**src/rtl/ppdm_pkg.sv**
```systemverilog
`default_nettype none

package ppdm_pkg;

  // Field widths
  localparam int unsigned TimerBits = 16;
  localparam int unsigned LimitBits = 16;
  localparam int unsigned DutyBits  = 7;
  localparam int unsigned ClassBits = 2;

  // Quotient bits computed by the divider; high*100 fits TimerBits + DutyBits
  localparam int unsigned QuotBits  = 7;
  localparam int unsigned RemBits   = TimerBits + DutyBits;
  localparam int unsigned CntBits   = 3;

  // APB register map
  localparam int unsigned AddrBits  = 4;
  localparam int unsigned DataBits  = 32;
  localparam logic [1:0] RegLongLimit  = 2'd0;
  localparam logic [1:0] RegMidLimit   = 2'd1;
  localparam logic [1:0] RegShortLimit = 2'd2;

  localparam logic [LimitBits-1:0] LongLimitRst  = 16'd3125;
  localparam logic [LimitBits-1:0] MidLimitRst   = 16'd1563;
  localparam logic [LimitBits-1:0] ShortLimitRst = 16'd781;

  // Duty constants
  localparam logic [DutyBits-1:0] DutyFull = 7'd100;
  localparam logic [DutyBits-1:0] DutyQ1   = 7'd25;
  localparam logic [DutyBits-1:0] DutyQ2   = 7'd50;
  localparam logic [DutyBits-1:0] DutyQ3   = 7'd75;

  // Class codes
  localparam logic [ClassBits-1:0] Class0 = 2'd0;
  localparam logic [ClassBits-1:0] Class1 = 2'd1;
  localparam logic [ClassBits-1:0] Class2 = 2'd2;
  localparam logic [ClassBits-1:0] Class3 = 2'd3;

  // Microcode
  localparam int unsigned PcBits = 3;

  localparam logic [2:0] OpNop    = 3'd0;
  localparam logic [2:0] OpWait   = 3'd1;
  localparam logic [2:0] OpUpdate = 3'd2;
  localparam logic [2:0] OpPrep   = 3'd3;
  localparam logic [2:0] OpDiv    = 3'd4;
  localparam logic [2:0] OpEmit   = 3'd5;

  localparam logic [2:0] CondNever    = 3'd0;
  localparam logic [2:0] CondAlways   = 3'd1;
  localparam logic [2:0] CondNoInput  = 3'd2;
  localparam logic [2:0] CondShortcut = 3'd3;
  localparam logic [2:0] CondLoop     = 3'd4;
  localparam logic [2:0] CondOutBusy  = 3'd5;

  localparam logic [PcBits-1:0] PcWait = 3'd0;
  localparam logic [PcBits-1:0] PcDiv  = 3'd3;
  localparam logic [PcBits-1:0] PcEmit = 3'd4;

  typedef struct packed {
    logic [2:0]        op;
    logic [2:0]        cond;
    logic [PcBits-1:0] target;
  } ctrl_word_t;

  // Jump to target when the condition holds, else advance
  function automatic ctrl_word_t ucode_rom(input logic [PcBits-1:0] pc);
    ctrl_word_t w;
    unique case (pc)
      3'd0:    w = '{op: OpWait,   cond: CondNoInput,  target: PcWait};
      3'd1:    w = '{op: OpUpdate, cond: CondNever,    target: PcWait};
      3'd2:    w = '{op: OpPrep,   cond: CondShortcut, target: PcEmit};
      3'd3:    w = '{op: OpDiv,    cond: CondLoop,     target: PcDiv};
      3'd4:    w = '{op: OpEmit,   cond: CondOutBusy,  target: PcEmit};
      default: w = '{op: OpNop,    cond: CondAlways,   target: PcWait};
    endcase
    return w;
  endfunction

endpackage

`default_nettype wire

```
**src/rtl/ppdm_event_if.sv**
```systemverilog
`default_nettype none

interface ppdm_event_if import ppdm_pkg::*; ();
  logic                 valid;
  logic                 ready;
  logic [TimerBits-1:0] capture_time;
  logic                 pin_level;

  modport source (output valid, capture_time, pin_level, input ready);
  modport sink   (input valid, capture_time, pin_level, output ready);
endinterface

`default_nettype wire

```
**src/rtl/ppdm_result_if.sv**
```systemverilog
`default_nettype none

interface ppdm_result_if import ppdm_pkg::*; ();
  logic                 valid;
  logic                 ready;
  logic [TimerBits-1:0] period_ticks;
  logic [TimerBits-1:0] high_ticks;
  logic [DutyBits-1:0]  duty_percent;
  logic [ClassBits-1:0] period_class;
  logic [ClassBits-1:0] duty_class;

  modport source (output valid, period_ticks, high_ticks, duty_percent, period_class,
                  duty_class, input ready);
  modport sink   (input valid, period_ticks, high_ticks, duty_percent, period_class,
                  duty_class, output ready);
endinterface

`default_nettype wire

```
**src/rtl/pwm_period_duty_meter.sv**
```systemverilog
// PWM period and duty meter. Each input word is one captured pin edge: the
// 16-bit timer stamp and the pin level after the edge (1 rising, 0 falling).
// A rising edge sets the period to the time since the previous rising edge
// (modulo 2^16) and becomes the new reference; a falling edge sets the high
// time to the time since the last rising edge. Every edge yields one result
// word with period, high time, duty percent (floor of high*100/period,
// 100 when high >= period, 0 when period is 0), a period class from the three
// APB limit registers (0 = slowest band, tested long, mid, short in turn) and
// a duty class at 25/50/75 percent. Before the first rising edge the
// reference time is 0. A short microcoded sequencer steps a small datapath:
// accept, update, prepare, seven restoring division steps, emit, return.
// An edge whose duty is 0 or saturates skips the division and goes from
// prepare straight to emit. The result sits in an output register, so the
// next edge is accepted while the previous result waits. Write limits only
// while idle.
`default_nettype none

module pwm_period_duty_meter import ppdm_pkg::*; (
  input  logic                clk_i,
  input  logic                rst_ni,
  ppdm_event_if.sink          evt_i,
  ppdm_result_if.source       res_o,
  input  logic                psel,
  input  logic                penable,
  input  logic                pwrite,
  input  logic [AddrBits-1:0] paddr,
  input  logic [DataBits-1:0] pwdata,
  output logic [DataBits-1:0] prdata,
  output logic                pready
);

  // ---------------------------------------------------------------------
  // Limit registers
  // ---------------------------------------------------------------------
  logic [LimitBits-1:0] long_lim_q, mid_lim_q, short_lim_q;
  logic                 cfg_wr;
  logic [1:0]           cfg_idx;

  assign pready  = 1'b1;
  assign cfg_idx = paddr[3:2];
  assign cfg_wr  = psel && penable && pwrite;

  always_ff @(posedge clk_i or negedge rst_ni) begin
    if (!rst_ni) begin
      long_lim_q  <= LongLimitRst;
      mid_lim_q   <= MidLimitRst;
      short_lim_q <= ShortLimitRst;
    end else if (cfg_wr) begin
      unique case (cfg_idx)
        RegLongLimit:  long_lim_q  <= pwdata[LimitBits-1:0];
        RegMidLimit:   mid_lim_q   <= pwdata[LimitBits-1:0];
        RegShortLimit: short_lim_q <= pwdata[LimitBits-1:0];
        default: ;  // drop writes beyond the map
      endcase
    end
  end

  always_comb begin
    unique case (cfg_idx)
      RegLongLimit:  prdata = DataBits'(long_lim_q);
      RegMidLimit:   prdata = DataBits'(mid_lim_q);
      RegShortLimit: prdata = DataBits'(short_lim_q);
      default:       prdata = '0;
    endcase
  end

  // ---------------------------------------------------------------------
  // Sequencer: step counter plus control ROM
  // ---------------------------------------------------------------------
  logic [PcBits-1:0] pc_q, pc_d;
  ctrl_word_t        cw;
  logic              cond_hit;

  // Datapath registers
  logic [TimerBits-1:0] time_q;
  logic                 level_q;
  logic [TimerBits-1:0] last_rise_q, period_q, high_q;
  logic [RemBits-1:0]   rem_q, dvs_q;
  logic [QuotBits-1:0]  quot_q;
  logic [CntBits-1:0]   cnt_q;

  // Output register
  logic                 out_valid_q;
  logic [TimerBits-1:0] out_period_q, out_high_q;
  logic [DutyBits-1:0]  out_duty_q;
  logic [ClassBits-1:0] out_pclass_q, out_dclass_q;

  logic                 in_take;
  logic                 out_busy;
  logic                 shortcut;
  logic                 rem_ge;
  logic [TimerBits-1:0] delta;
  logic [ClassBits-1:0] pclass, dclass;

  assign cw       = ucode_rom(pc_q);
  assign in_take  = (cw.op == OpWait) && evt_i.valid;
  assign out_busy = out_valid_q && !res_o.ready;
  // Zero period gives duty 0; high >= period saturates at 100
  assign shortcut = (period_q == '0) || (high_q >= period_q);
  assign rem_ge   = (rem_q >= dvs_q);
  assign delta    = time_q - last_rise_q;

  always_comb begin
    unique case (cw.cond)
      CondNever:    cond_hit = 1'b0;
      CondAlways:   cond_hit = 1'b1;
      CondNoInput:  cond_hit = !evt_i.valid;
      CondShortcut: cond_hit = shortcut;
      CondLoop:     cond_hit = (cnt_q != '0);
      CondOutBusy:  cond_hit = out_busy;
      default:      cond_hit = 1'b1;
    endcase
    pc_d = cond_hit ? cw.target : pc_q + PcBits'(1);
  end

  always_ff @(posedge clk_i or negedge rst_ni) begin
    if (!rst_ni) begin
      pc_q <= PcWait;
    end else begin
      pc_q <= pc_d;
    end
  end

  // ---------------------------------------------------------------------
  // Measurement state
  // ---------------------------------------------------------------------
  always_ff @(posedge clk_i or negedge rst_ni) begin
    if (!rst_ni) begin
      last_rise_q <= '0;
      period_q    <= '0;
      high_q      <= '0;
    end else if (cw.op == OpUpdate) begin
      if (level_q) begin
        period_q    <= delta;
        last_rise_q <= time_q;
      end else begin
        high_q <= delta;
      end
    end
  end

  // Capture, division and step count; payload only, no reset
  always_ff @(posedge clk_i) begin
    if (in_take) begin
      time_q  <= evt_i.capture_time;
      level_q <= evt_i.pin_level;
    end
    if (cw.op == OpPrep) begin
      rem_q  <= RemBits'(high_q) * RemBits'(DutyFull);
      dvs_q  <= RemBits'({period_q, (QuotBits - 1)'(0)});
      cnt_q  <= CntBits'(QuotBits - 1);
      // Saturated duty loads full scale; zero period and a real division start at 0
      if (shortcut && (period_q != '0)) begin
        quot_q <= QuotBits'(DutyFull);
      end else begin
        quot_q <= '0;
      end
    end else if (cw.op == OpDiv) begin
      // One restoring step: trial subtract, shift in the quotient bit
      if (rem_ge) begin
        rem_q <= rem_q - dvs_q;
      end
      quot_q <= {quot_q[QuotBits-2:0], rem_ge};
      dvs_q  <= dvs_q >> 1;
      cnt_q  <= cnt_q - CntBits'(1);
    end
  end

  // ---------------------------------------------------------------------
  // Classes and result register
  // ---------------------------------------------------------------------
  always_comb begin
    priority if (period_q > long_lim_q) begin
      pclass = Class0;
    end else if (period_q > mid_lim_q) begin
      pclass = Class1;
    end else if (period_q > short_lim_q) begin
      pclass = Class2;
    end else begin
      pclass = Class3;
    end
    priority if (quot_q < DutyQ1) begin
      dclass = Class0;
    end else if (quot_q < DutyQ2) begin
      dclass = Class1;
    end else if (quot_q < DutyQ3) begin
      dclass = Class2;
    end else begin
      dclass = Class3;
    end
  end

  always_ff @(posedge clk_i or negedge rst_ni) begin
    if (!rst_ni) begin
      out_valid_q <= 1'b0;
    end else if ((cw.op == OpEmit) && !out_busy) begin
      out_valid_q <= 1'b1;
    end else if (res_o.ready) begin
      out_valid_q <= 1'b0;
    end
  end

  always_ff @(posedge clk_i) begin
    if ((cw.op == OpEmit) && !out_busy) begin
      out_period_q <= period_q;
      out_high_q   <= high_q;
      out_duty_q   <= quot_q;
      out_pclass_q <= pclass;
      out_dclass_q <= dclass;
    end
  end

  assign evt_i.ready        = (cw.op == OpWait);
  assign res_o.valid        = out_valid_q;
  assign res_o.period_ticks = out_period_q;
  assign res_o.high_ticks   = out_high_q;
  assign res_o.duty_percent = out_duty_q;
  assign res_o.period_class = out_pclass_q;
  assign res_o.duty_class   = out_dclass_q;

endmodule

`default_nettype wire

```
**src/flat_wrapper.sv**
```systemverilog
// flat-port wrapper written by rule: the top's interface ports become plain ports
module pwm_period_duty_meter_flat import ppdm_pkg::*;
  (clk_i, rst_ni, psel, penable, pwrite, paddr, pwdata, prdata, pready, evt_i_valid, evt_i_capture_time, evt_i_pin_level, evt_i_ready, res_o_valid, res_o_period_ticks, res_o_high_ticks, res_o_duty_percent, res_o_period_class, res_o_duty_class, res_o_ready);
  ppdm_event_if evt_i_i ();
  ppdm_result_if res_o_i ();
  input  logic clk_i;
  input  logic rst_ni;
  input  logic psel;
  input  logic penable;
  input  logic pwrite;
  input  logic [AddrBits-1:0] paddr;
  input  logic [DataBits-1:0] pwdata;
  output logic [DataBits-1:0] prdata;
  output logic pready;
  input wire logic [$bits(evt_i_i.valid)-1:0] evt_i_valid;
  input wire logic [$bits(evt_i_i.capture_time)-1:0] evt_i_capture_time;
  input wire logic [$bits(evt_i_i.pin_level)-1:0] evt_i_pin_level;
  output wire logic [$bits(evt_i_i.ready)-1:0] evt_i_ready;
  output wire logic [$bits(res_o_i.valid)-1:0] res_o_valid;
  output wire logic [$bits(res_o_i.period_ticks)-1:0] res_o_period_ticks;
  output wire logic [$bits(res_o_i.high_ticks)-1:0] res_o_high_ticks;
  output wire logic [$bits(res_o_i.duty_percent)-1:0] res_o_duty_percent;
  output wire logic [$bits(res_o_i.period_class)-1:0] res_o_period_class;
  output wire logic [$bits(res_o_i.duty_class)-1:0] res_o_duty_class;
  input wire logic [$bits(res_o_i.ready)-1:0] res_o_ready;
  assign evt_i_i.valid = evt_i_valid;
  assign evt_i_i.capture_time = evt_i_capture_time;
  assign evt_i_i.pin_level = evt_i_pin_level;
  assign evt_i_ready = evt_i_i.ready;
  assign res_o_valid = res_o_i.valid;
  assign res_o_period_ticks = res_o_i.period_ticks;
  assign res_o_high_ticks = res_o_i.high_ticks;
  assign res_o_duty_percent = res_o_i.duty_percent;
  assign res_o_period_class = res_o_i.period_class;
  assign res_o_duty_class = res_o_i.duty_class;
  assign res_o_i.ready = res_o_ready;
  pwm_period_duty_meter u_core (.clk_i(clk_i), .rst_ni(rst_ni), .evt_i(evt_i_i), .res_o(res_o_i), .psel(psel), .penable(penable), .pwrite(pwrite), .paddr(paddr), .pwdata(pwdata), .prdata(prdata), .pready(pready));
endmodule
```
**config.mk**
```make
export PLATFORM = sky130hd
export DESIGN_NAME = pwm_period_duty_meter_flat
export DESIGN_NICKNAME = d
export VERILOG_FILES = /design/src/rtl/ppdm_pkg.sv /design/src/rtl/ppdm_event_if.sv /design/src/rtl/ppdm_result_if.sv /design/src/rtl/pwm_period_duty_meter.sv /design/src/flat_wrapper.sv
export SDC_FILE = /design/constraint.sdc
export NUM_CORES = 1
export LEC_CHECK = 0
export BUFFER_PORTS_ARGS = -buffer_cell sky130_fd_sc_hd__buf_2
export CAP_MARGIN = 20
export CELL_PAD_IN_SITES_DETAIL_PLACEMENT = 0
export CELL_PAD_IN_SITES_GLOBAL_PLACEMENT = 1
export CORE_MARGIN = 3
export CORE_UTILIZATION = 51
export DETAILED_ROUTE_END_ITERATION = 6
export PLACE_DENSITY = 0.87
export SETUP_SLACK_MARGIN = 0.3
export SLEW_MARGIN = 20
export SYNTH_ARGS = -nofsm -noshare
export SYNTH_HDL_FRONTEND = slang
export SYNTH_SLANG_ARGS = --single-unit
```
**constraint.sdc**
```tcl
create_clock -name clk_i -period 6.7 [get_ports clk_i]
set_clock_uncertainty 0.15 [all_clocks]
set_input_delay 1.005 -clock clk_i [delete_from_list [all_inputs] [get_ports clk_i]]
set_output_delay 1.005 -clock clk_i [all_outputs]
set_load 0.01 [all_outputs]
```
==> results of run 1 <==
## synthesized netlist by cell type, types with 3 or more instances
| master | count | area, µm² |
|---|---|---|
| and2_1 | 6 | 37.5 |
| or3_1 | 5 | 31.3 |
| dfstp_2 | 17 | 447 |
| a211oi_1 | 12 | 90.1 |
| o21a_1 | 19 | 143 |
| o21ai_0 | 98 | 490 |
| dfrtp_1 | 83 | 2080 |
| o22ai_1 | 29 | 181 |
| edfxtp_1 | 104 | 3120 |
| ha_1 | 162 | 2030 |
| xor2_1 | 22 | 193 |
| nand4_1 | 15 | 93.8 |
| nor2b_1 | 19 | 119 |
| a21oi_1 | 53 | 265 |
| xnor2_1 | 19 | 166 |
| nor3_1 | 15 | 75.1 |
| nand3_1 | 11 | 55.1 |
| nand2_1 | 122 | 458 |
| nor2_1 | 53 | 199 |
| mux2i_1 | 21 | 210 |
| o31ai_1 | 8 | 60.1 |
| a21boi_0 | 3 | 22.5 |
| o21bai_1 | 3 | 22.5 |
| dfxtp_1 | 11 | 220 |
| a21o_1 | 36 | 270 |
| and4_1 | 3 | 26.3 |
| mux2_2 | 47 | 529 |
| nor3b_1 | 3 | 22.5 |
| buf_4 | 18 | 135 |
| o31a_1 | 6 | 52.6 |
| a31oi_1 | 7 | 43.8 |
| nand2b_1 | 13 | 81.3 |
| inv_1 | 159 | 597 |
| fa_1 | 13 | 260 |
| a2111oi_0 | 3 | 26.3 |
| clkbuf_1 | 35 | 131 |
| a22o_1 | 4 | 35.0 |
| o211ai_1 | 10 | 75.1 |
| or2_2 | 5 | 31.3 |
| nor4_1 | 6 | 37.5 |
## layer usage
layer / GRT usage / up-vias / share of wire
li1: - / 4831 / -
met3: 0.0248 / 48 / 0.050
met1: 0.296 / 4637 / 0.46
met5: 0 / - / 0
met2: 0.340 / 243 / 0.46
met4: 0.0587 / 0 / 0.029
## worst min-delay path: cells and delay by family, from the launching register on
family          cells  cell delay (ps)
compound gates      1               50
simple gates        1               50
flops               1              310
## flip-flops by register name, indices dropped and copies added (netlist names)
| register | cells |
|---|---|
| u_core.cnt_q | 3 |
| u_core.dvs_q | 22 |
| u_core.high_q | 16 |
| u_core.last_rise_q | 16 |
| u_core.level_q | 1 |
| u_core.long_lim_q | 16 |
| u_core.mid_lim_q | 16 |
| u_core.pc_q | 3 |
| u_core.period_q | 16 |
| u_core.quot_q | 7 |
| u_core.rem_q | 23 |
| u_core.res_o.duty_class | 2 |
| u_core.res_o.duty_percent | 7 |
| u_core.res_o.high_ticks | 16 |
| u_core.res_o.period_class | 2 |
| u_core.res_o.period_ticks | 16 |
| u_core.res_o.valid | 1 |
| u_core.short_lim_q | 16 |
| u_core.time_q | 16 |
## power by group through the flow
stage	sequential [mW]	clock, mW	combinational (mW)
after floorplan	2.26	0	3.17
after CTS	2.36	1.34	4.17
after global routing	2.42	1.40	4.75
after detailed placement	2.39	0	4.13
final	2.36	1.31	4.17
after global placement	2.37	0	4.04
## logic make-up after synthesis
logic type               count (synthesis)  share of synthesized area
AO/OA/AOI/OAI                          315                      0.150
XOR/XNOR                                41                     0.0266
adder cells (fa/ha/maj)                175                      0.169
buffers and inverters                  215                     0.0652
flip-flops                             215                      0.434
multiplexers                            68                     0.0547
other                                    2                   0.000555
AND/OR/NAND/NOR                        284                     0.0997
## cell type report
cell class,instances,area [µm²]
clock buffers,39,749
clock inverters,5,52.6
fillers,2145,10500
inverters,159,597
multi-input cells,900,6850
flip-flops and latches,215,5870
well taps,330,413
repair buffers,112,588
## path summary, 6_finish.rpt
check / start / to / slack, ps / cells after the start
worst max-delay path: u_core.dvs_q[1] / u_core.rem_q[7] / 2310 / 10
worst min register to register: u_core.dvs_q[0] / u_core.dvs_q[0] / 310 / 2
worst min-delay path: u_core.dvs_q[0] / u_core.dvs_q[0] / 310 / 2
max in group asynchronous: rst_ni / u_core.pc_q[0] / 4900 / 2
worst max register to register: u_core.dvs_q[1] / u_core.rem_q[7] / 2310 / 10
min in group asynchronous: rst_ni / u_core.long_lim_q[1] / 360 / 1
==> flow_metrics.tcl, run 1 <==
set metrics [dict create \
    status "finished, final reports clean" \
    fin_crit_ps 4390 \
    port_buffers 102 \
    cts_tree "built" \
    final_common_cell "ha_1" \
    placed_cells 1716 \
    grt_pass1_wl_mm 48.6 \
    ys_ff_latch 215 \
    worstSetupEndpointType "flip-flop" \
    final_cells 1760 \
    setup_viol 0 \
    ys_warn_count 0 \
    clock-sinks 215 \
    hold_ws_ps 313 \
    power_leakage_nw 6.98 \
    clk_latency_ps 520 \
    drc_errors 0 \
    setup-tns-final_ps 0 \
    setup_ws_ps 2310 \
    htreeDepth 1 \
    path_clk_slew_ps 50 \
    ctsHoldBuffers 0 \
    synthToLayoutAreaGrowth_pct 11.8 \
    power.density_nw_per_um2 519 \
    netlist_area_um2 13500 \
    ys.flop_type "edfxtp_1" \
    slew_headroom 0.212 \
    track_usage 0.208 \
    place_congestion 0.826 \
    drive_above_1_share 0.164 \
    core_area_um2 25600 \
    hold_path_class "flip-flop to flip-flop" \
    drt-wirelength-per-cell_um 17.0 \
    nets 1647 \
    slowest_stage "nand2_1" \
    critPathMaxStageDelay_ps 820 \
    overflow 0 \
    cts_setup_buffers 0 \
    die_area_um2 28500 \
    rows 58 \
    cp_num_buf_inv 1 \
    critPathArrivalTime_ps 4260 \
    synth_edf_count 104 \
    max_slew.worst_pin.slew_ps 1150 \
    synth_cell_type_count 70 \
    vias 9759 \
    maxSlewViolCount 0 \
    antenna_cells 0 \
    path_class "flip-flop to flip-flop" \
    cts_resized 0 \
    dp_slack_ps 2330 \
    critPathRequiredTime_ps 6570 \
    drtAntennaViolNets 0 \
    die_x_um 169 \
    dr.pass1.iters 6 \
    crit_fanout 21 \
    hold_viol 0 \
    crit_chain "inv_1 > ha_1 > nor2b_1 > o31ai_1 > a211oi_1 > o221a_2 > nor3_1 > o31a_1 > nand2b_1 > nand2_1" \
    fmax_mhz 228 \
    fin_util 0.590 \
    rsz0062_at_grt "no" \
    power_frac_seq 0.301 \
    ys_seq_area_frac 0.434 \
    intPower_mw 4.54 \
    first_global_vias 9454 \
    switchingPower_mw 3.31 \
    min_period_over_period 0.656 \
    syn_avg_cell_area_um2 10.3 \
    setup.worst_path.start_class "flip-flop" \
    antenna_found_initial 0 \
    clock_path_buffers 3 \
    ir_drop_mv 0.295 \
    grt_max_degree 55 \
    drt-total-wl_mm 30.0 \
    power_mw 7.85 \
    drtIter0Drc 576 \
    power_frac_comb 0.531 \
    synthArstFlopShare 0.465 \
    ios 138 \
    start_util 0.528 \
    cap_violations 0 \
    swShare 0.421 \
    dp_hpwl_mm 22.3 \
    layout_common_cells "162 x ha_1, 159 x inv_1, 122 x nand2_1" \
    path_delay_family "simple AND/OR/NAND/NOR gates" \
    cts-buffers-inserted 24 \
    synthCells 1315 \
    final_area_um2 15100 \
    avgViaCountPerCell 5.54 \
    pwr-share-clk 0.168 \
    die_y_um 169 \
    placed_area_um2 14300 \
    clockRootBuffer "clkbuf_16" \
]
Note: power is estimated with default switching activity, not from simulation.
==> inputs of run 2 (changes only) <==
--- a/config.mk
+++ b/config.mk
@@ -10,9 +10,9 @@
 export CELL_PAD_IN_SITES_DETAIL_PLACEMENT = 0
 export CELL_PAD_IN_SITES_GLOBAL_PLACEMENT = 1
 export CORE_MARGIN = 3
-export CORE_UTILIZATION = 51
+export CORE_UTILIZATION = 47
 export DETAILED_ROUTE_END_ITERATION = 6
-export PLACE_DENSITY = 0.87
+export PLACE_DENSITY = 0.82
 export SETUP_SLACK_MARGIN = 0.3
 export SLEW_MARGIN = 20
 export SYNTH_ARGS = -nofsm -noshare
==> constraint.sdc (replaced) <==
create_clock -name clk_i -period 4.5 [get_ports clk_i]
set_clock_uncertainty 0.15 [all_clocks]
set_input_delay 0.675 -clock clk_i [delete_from_list [all_inputs] [get_ports clk_i]]
set_output_delay 0.675 -clock clk_i [all_outputs]
set_load 0.01 [all_outputs]
==> flow_metrics.tcl, run 2 (same netlist as run 1, synthesis figures left out) <==
set metrics [dict create \
    fmax_mhz 247 \
    cap_violations 0 \
    avgViaCountPerCell 5.36 \
    antenna_cells 0 \
    maxSlewViolCount 0 \
    ir_drop_mv 0.432 \
    overflow 0 \
    clk_latency_ps 520 \
    power_leakage_nw 7.06 \
    cts_tree "built" \
    place_congestion 0.849 \
    power_frac_seq 0.288 \
    regMostFlops "u_core.rem_q" \
    core_area_um2 28100 \
    switchingPower_mw 5.01 \
    path_clk_slew_ps 60 \
    hold_path_class "input port to asynchronous set/reset pin" \
    clock_path_buffers 3 \
    final_common_cell "ha_1" \
    grt_pass1_wl_mm 49.5 \
    intPower_mw 7.14 \
    die_x_um 176 \
    power_frac_comb 0.525 \
    cts-buffers-inserted 24 \
    largest_register_ff_count 23 \
    setup_viol 0 \
    setup_ws_ps 459 \
    worstSetupEndpointType "flip-flop" \
    die_y_um 176 \
    synthToLayoutAreaGrowth_pct 13.8 \
    dp_hpwl_mm 22.9 \
    port_buffers 102 \
    clockRootBuffer "clkbuf_16" \
    dr.pass1.iters 5 \
    crit_fanout 6 \
    nets 1655 \
    die_area_um2 30800 \
    min_period_over_period 0.898 \
    path_class "flip-flop to flip-flop" \
    drive_above_1_share 0.172 \
    final_area_um2 15400 \
    clock-sinks 215 \
    drt-wirelength-per-cell_um 16.7 \
    slew_headroom 0.206 \
    dp_slack_ps 284 \
    setup.worst_path.start_class "flip-flop" \
    antenna_found_initial 0 \
    r2r_cells 14 \
    ios 138 \
    critPathArrivalTime_ps 4170 \
    layout_common_cells "161 x ha_1, 159 x inv_1, 122 x nand2_1" \
    track_usage 0.197 \
    setup-tns-final_ps 0 \
    drtAntennaViolNets 0 \
    hold_viol 0 \
    placed_area_um2 14400 \
    max_slew.worst_pin.slew_ps 1160 \
    power.density_nw_per_um2 789 \
    rows 61 \
    ctsHoldBuffers 0 \
    pwr-share-clk 0.186 \
    htreeDepth 1 \
    critPathRequiredTime_ps 4620 \
    power_mw 12.1 \
    drc_errors 0 \
    drtIter0Drc 576 \
    vias 9730 \
    swShare 0.412 \
    grt_max_degree 54 \
    start_util 0.481 \
    status "finished, final reports clean" \
    reg_top3 "u_core.rem_q (23), u_core.dvs_q (22)" \
    drt-total-wl_mm 30.3 \
    fin_crit_ps 4040 \
    first_global_vias 9598 \
    rsz0062_at_grt "no" \
]
==> run 2: per-stage QoR <==
step,instances,utilization,hold slack [ps]
after CTS,1815,0.547,68.8
after global routing,1816,0.548,98.1
after floorplan,1330,-,229
after detailed placement,1771,0.514,308
after global placement,1771,0.514,298
final,1816,0.548,58.8
==> run 2: path summary, 6_finish.rpt <==
check,startpoint,slack (ps),to
setup / recovery,u_core.high_q[4],460,u_core.rem_q[22]
hold / removal,rst_ni,60,u_core.short_lim_q[4]
setup reg to reg,u_core.high_q[4],460,u_core.rem_q[22]
hold reg to reg,u_core.rem_q[0],310,u_core.rem_q[0]
max in group asynchronous,rst_ni,3290,u_core.high_q[7]
min in group clk_i,evt_i_capture_time[6],180,u_core.time_q[6]
==> run 2: power groups by stage <==
stage          sequential (mW)  clock [mW]  combinational, mW
5_1_grt                   3.59        2.39               7.25
3_3_place_gp              3.51           0               6.08
3_5_place_dp              3.54           0               6.20
4_1_cts                   3.50        2.31               6.31
6_report                  3.50        2.26               6.38
2_1_floorplan             3.37           0               4.72
==> run 2: per-layer routing <==
metal,share of wire,track usage,wire length (µm),vias up
met5,0,0,0,-
met4,0.029,0.0600,890,0
met3,0.039,0.0257,1190,53
met2,0.47,0.323,14100,183
met1,0.47,0.273,14100,4642
li1,-,-,-,4852
==> run 2: layout make-up <==
type / instances / area (µm²)
fill: 2496 / 12700
clock inverter: 14 / 275
sequential: 215 / 5870
timing repair buffer: 120 / 648
tap: 378 / 473
multi-input combinational: 900 / 6880
clock buffer: 30 / 644
inverter: 159 / 597
==> run 2: critical path: stages (launching register included) <==
cell and delay (ps):
dfrtp_2 450, ha_1 310, ha_1 280, inv_1 50, fa_1 510, inv_1 50
ha_1 350, a21oi_2 180, o211ai_1 160, a2111o_1 440, a31oi_4 220, o21ai_1 110
a41oi_2 220, xnor2_1 100, a22o_1 220
==> run 2: what timing repair did <==
action / CTS / global route
buffers inserted: 0 / 1
gates resized for setup: 1 / 5
setup endpoints to repair: 1 / 3
pin swaps: 0 / 2
==> inputs of run 3 (changes only) <==
--- a/config.mk
+++ b/config.mk
@@ -10,11 +10,11 @@
 export CELL_PAD_IN_SITES_DETAIL_PLACEMENT = 0
 export CELL_PAD_IN_SITES_GLOBAL_PLACEMENT = 1
 export CORE_MARGIN = 3
-export CORE_UTILIZATION = 47
+export CORE_UTILIZATION = 49
+export CTS_BUF_LIST = sky130_fd_sc_hd__clkbuf_2
 export DETAILED_ROUTE_END_ITERATION = 6
-export PLACE_DENSITY = 0.82
+export PLACE_DENSITY = 0.84
 export SETUP_SLACK_MARGIN = 0.3
-export SLEW_MARGIN = 20
 export SYNTH_ARGS = -nofsm -noshare
 export SYNTH_HDL_FRONTEND = slang
 export SYNTH_SLANG_ARGS = --single-unit
==> flow_metrics.tcl, run 3 (same netlist as run 1, synthesis figures left out) <==
set metrics [dict create \
    clk_latency_ps 840 \
    slew_headroom 0.329 \
    core_area_um2 27000 \
    antenna_found_initial 1 \
    rsz0062_at_grt "no" \
    reg_top3 "u_core.rem_q (23), u_core.dvs_q (22)" \
    drc_errors 0 \
    intPower_mw 6.26 \
    die_area_um2 29600 \
    path_class "flip-flop to flip-flop" \
    power_leakage_nw 7.23 \
    grt_pass1_wl_mm 49.6 \
    placed_cells 1736 \
    grt_max_degree 48 \
    critPathArrivalTime_ps 4430 \
    first_global_vias 10141 \
    ios 138 \
    vias 10182 \
    clock-sinks 215 \
    final_common_cell "ha_1" \
    dp_slack_ps 281 \
    fin_util 0.569 \
    power_frac_comb 0.572 \
    drtIter0Drc 603 \
    layout_common_cells "160 x ha_1, 159 x inv_1, 122 x nand2_1" \
    track_usage 0.208 \
    critPathMaxStageDelay_ps 490 \
    place_congestion 0.850 \
    drt-wirelength-per-cell_um 16.3 \
    cts-buffers-inserted 58 \
    power.density_nw_per_um2 736 \
    clockRootBuffer "clkbuf_2" \
    switchingPower_mw 5.06 \
    min_period_over_period 0.889 \
    final_cells 1889 \
    slowest_stage "dfrtp_2" \
    regMostFlops "u_core.rem_q" \
    setup_ws_ps 498 \
    drive_above_1_share 0.207 \
    dp_hpwl_mm 22.8 \
    start_util 0.500 \
    cts_tree "built" \
    setup.worst_path.start_class "flip-flop" \
    ir_drop_mv 0.306 \
    max_slew.worst_pin.slew_ps 982 \
    die_y_um 172 \
    hold_path_class "input port to asynchronous set/reset pin" \
    critPathRequiredTime_ps 4930 \
    cp_num_cells 13 \
    power_frac_seq 0.306 \
    fin_crit_ps 4000 \
    crit_chain "ha_1 > ha_1 > inv_1 > fa_1 > inv_1 > ha_1 > o21a_1 > a2111o_1 > a31oi_4 > o21ai_1 > a41oi_2 > xnor2_1 > a22o_1" \
    htreeDepth 2 \
    maxSlewViolCount 0 \
    swShare 0.447 \
    drtAntennaViolNets 0 \
    setup-tns-final_ps 0 \
    pwr-share-clk 0.122 \
    crit_fanout 6 \
    cpMostUsedCell "ha_1" \
    hold_viol 0 \
    path_delay_family "compound AO/OA/AOI/OAI gates" \
    path_clk_slew_ps 110 \
    r2r_cells 13 \
    port_buffers 102 \
    nets 1732 \
    overflow 0 \
    dr.pass1.iters 5 \
    largest_register_ff_count 23 \
    fillCellCount 2409 \
    cp_num_buf_inv 2 \
    setup_viol 0 \
    drt-total-wl_mm 30.9 \
    cap_violations 0 \
    avgViaCountPerCell 5.39 \
    synthToLayoutAreaGrowth_pct 13.7 \
    rows 60 \
    status "finished, final reports clean" \
    fmax_mhz 250 \
    worstSetupEndpointType "flip-flop" \
    die_x_um 172 \
    clock_path_buffers 3 \
]
## run 3: cell types whose count changed in the layout (fill, tap and decap cells not counted), moves of 5 or more
cell           previous run  this run
clkbuf_2                  0        91
dlygate4sd3_1             0        35
clkbuf_16                25         0
buf_4                    19        27
bufinv_16                 8         0
clkinv_1                  3        10
clkinv_2                  0         6
clkbuf_1                  5         0
## run 3: final cells by class
class | instances | area [µm²] | share of cell area
tap | 341 | 427 | 0.0277
sequential | 215 | 5870 | 0.382
multi-input combinational | 900 | 6880 | 0.447
clock buffer | 91 | 455 | 0.0296
antenna | 1 | 2.50 | 0.000163
clock inverter | 19 | 87.6 | 0.00570
inverter | 159 | 597 | 0.0388
timing repair buffer | 163 | 1060 | 0.0688
## run 3: layer usage
| metal | up-vias | GRT usage | share of wire | routed length [µm] |
|---|---|---|---|---|
| li1 | 5029 | - | - | - |
| met4 | 0 | 0.0677 | 0.027 | 820 |
| met2 | 258 | 0.344 | 0.47 | 14500 |
| met1 | 4824 | 0.282 | 0.45 | 13900 |
| met5 | - | 0 | 0 | 0 |
| met3 | 71 | 0.0334 | 0.053 | 1650 |
## run 3: worst register-to-register path, delay by kind of cell (launching register included)
family	cells	cell delay, ps
AO/OA/AOI/OAI	6	1530
adder cells (fa/ha/maj)	4	1410
XOR/XNOR	1	100
flip-flops	1	490
buffers and inverters	2	90
## run 3: per-stage QoR
step | cell area [µm²] | total power [mW] | hold slack (ps)
2_1_floorplan | 13600 | 8.09 | 229
3_5_place_dp | 14400 | 9.74 | 306
3_3_place_gp | 14400 | 9.60 | 297
5_1_grt | 15400 | 12.4 | 187
6_report | 15400 | 11.3 | 228
4_1_cts | 15300 | 11.3 | 173
## run 3: power groups by stage
| stage | logic (mW) | clock network, mW | registers, mW |
|---|---|---|---|
| 2_1_floorplan | 4.72 | 0 | 3.37 |
| 3_3_place_gp | 6.11 | 0 | 3.49 |
| 3_5_place_dp | 6.22 | 0 | 3.51 |
| 4_1_cts | 6.35 | 1.43 | 3.47 |
| 5_1_grt | 7.36 | 1.55 | 3.54 |
| 6_report | 6.47 | 1.39 | 3.46 |
## run 3: final timing paths
path                                   from                  end  slack (ps)
max                        u_core.high_q[6]     u_core.rem_q[22]         500
min                                  rst_ni  u_core.mid_lim_q[2]         230
max reg2reg                u_core.high_q[6]     u_core.rem_q[22]         500
min reg2reg                 u_core.rem_q[0]      u_core.rem_q[0]         320
max in group asynchronous            rst_ni     u_core.high_q[4]        3050
min in group clk_i          u_core.rem_q[0]      u_core.rem_q[0]         320
## run 3: timing repair
action	4_1_cts	5_1_grt
endpoints found under the setup margin	1	3
hold buffers	35	0
pin swaps	0	3
gates resized for setup	3	5
hold endpoints to repair	94	0
buffers inserted	0	7
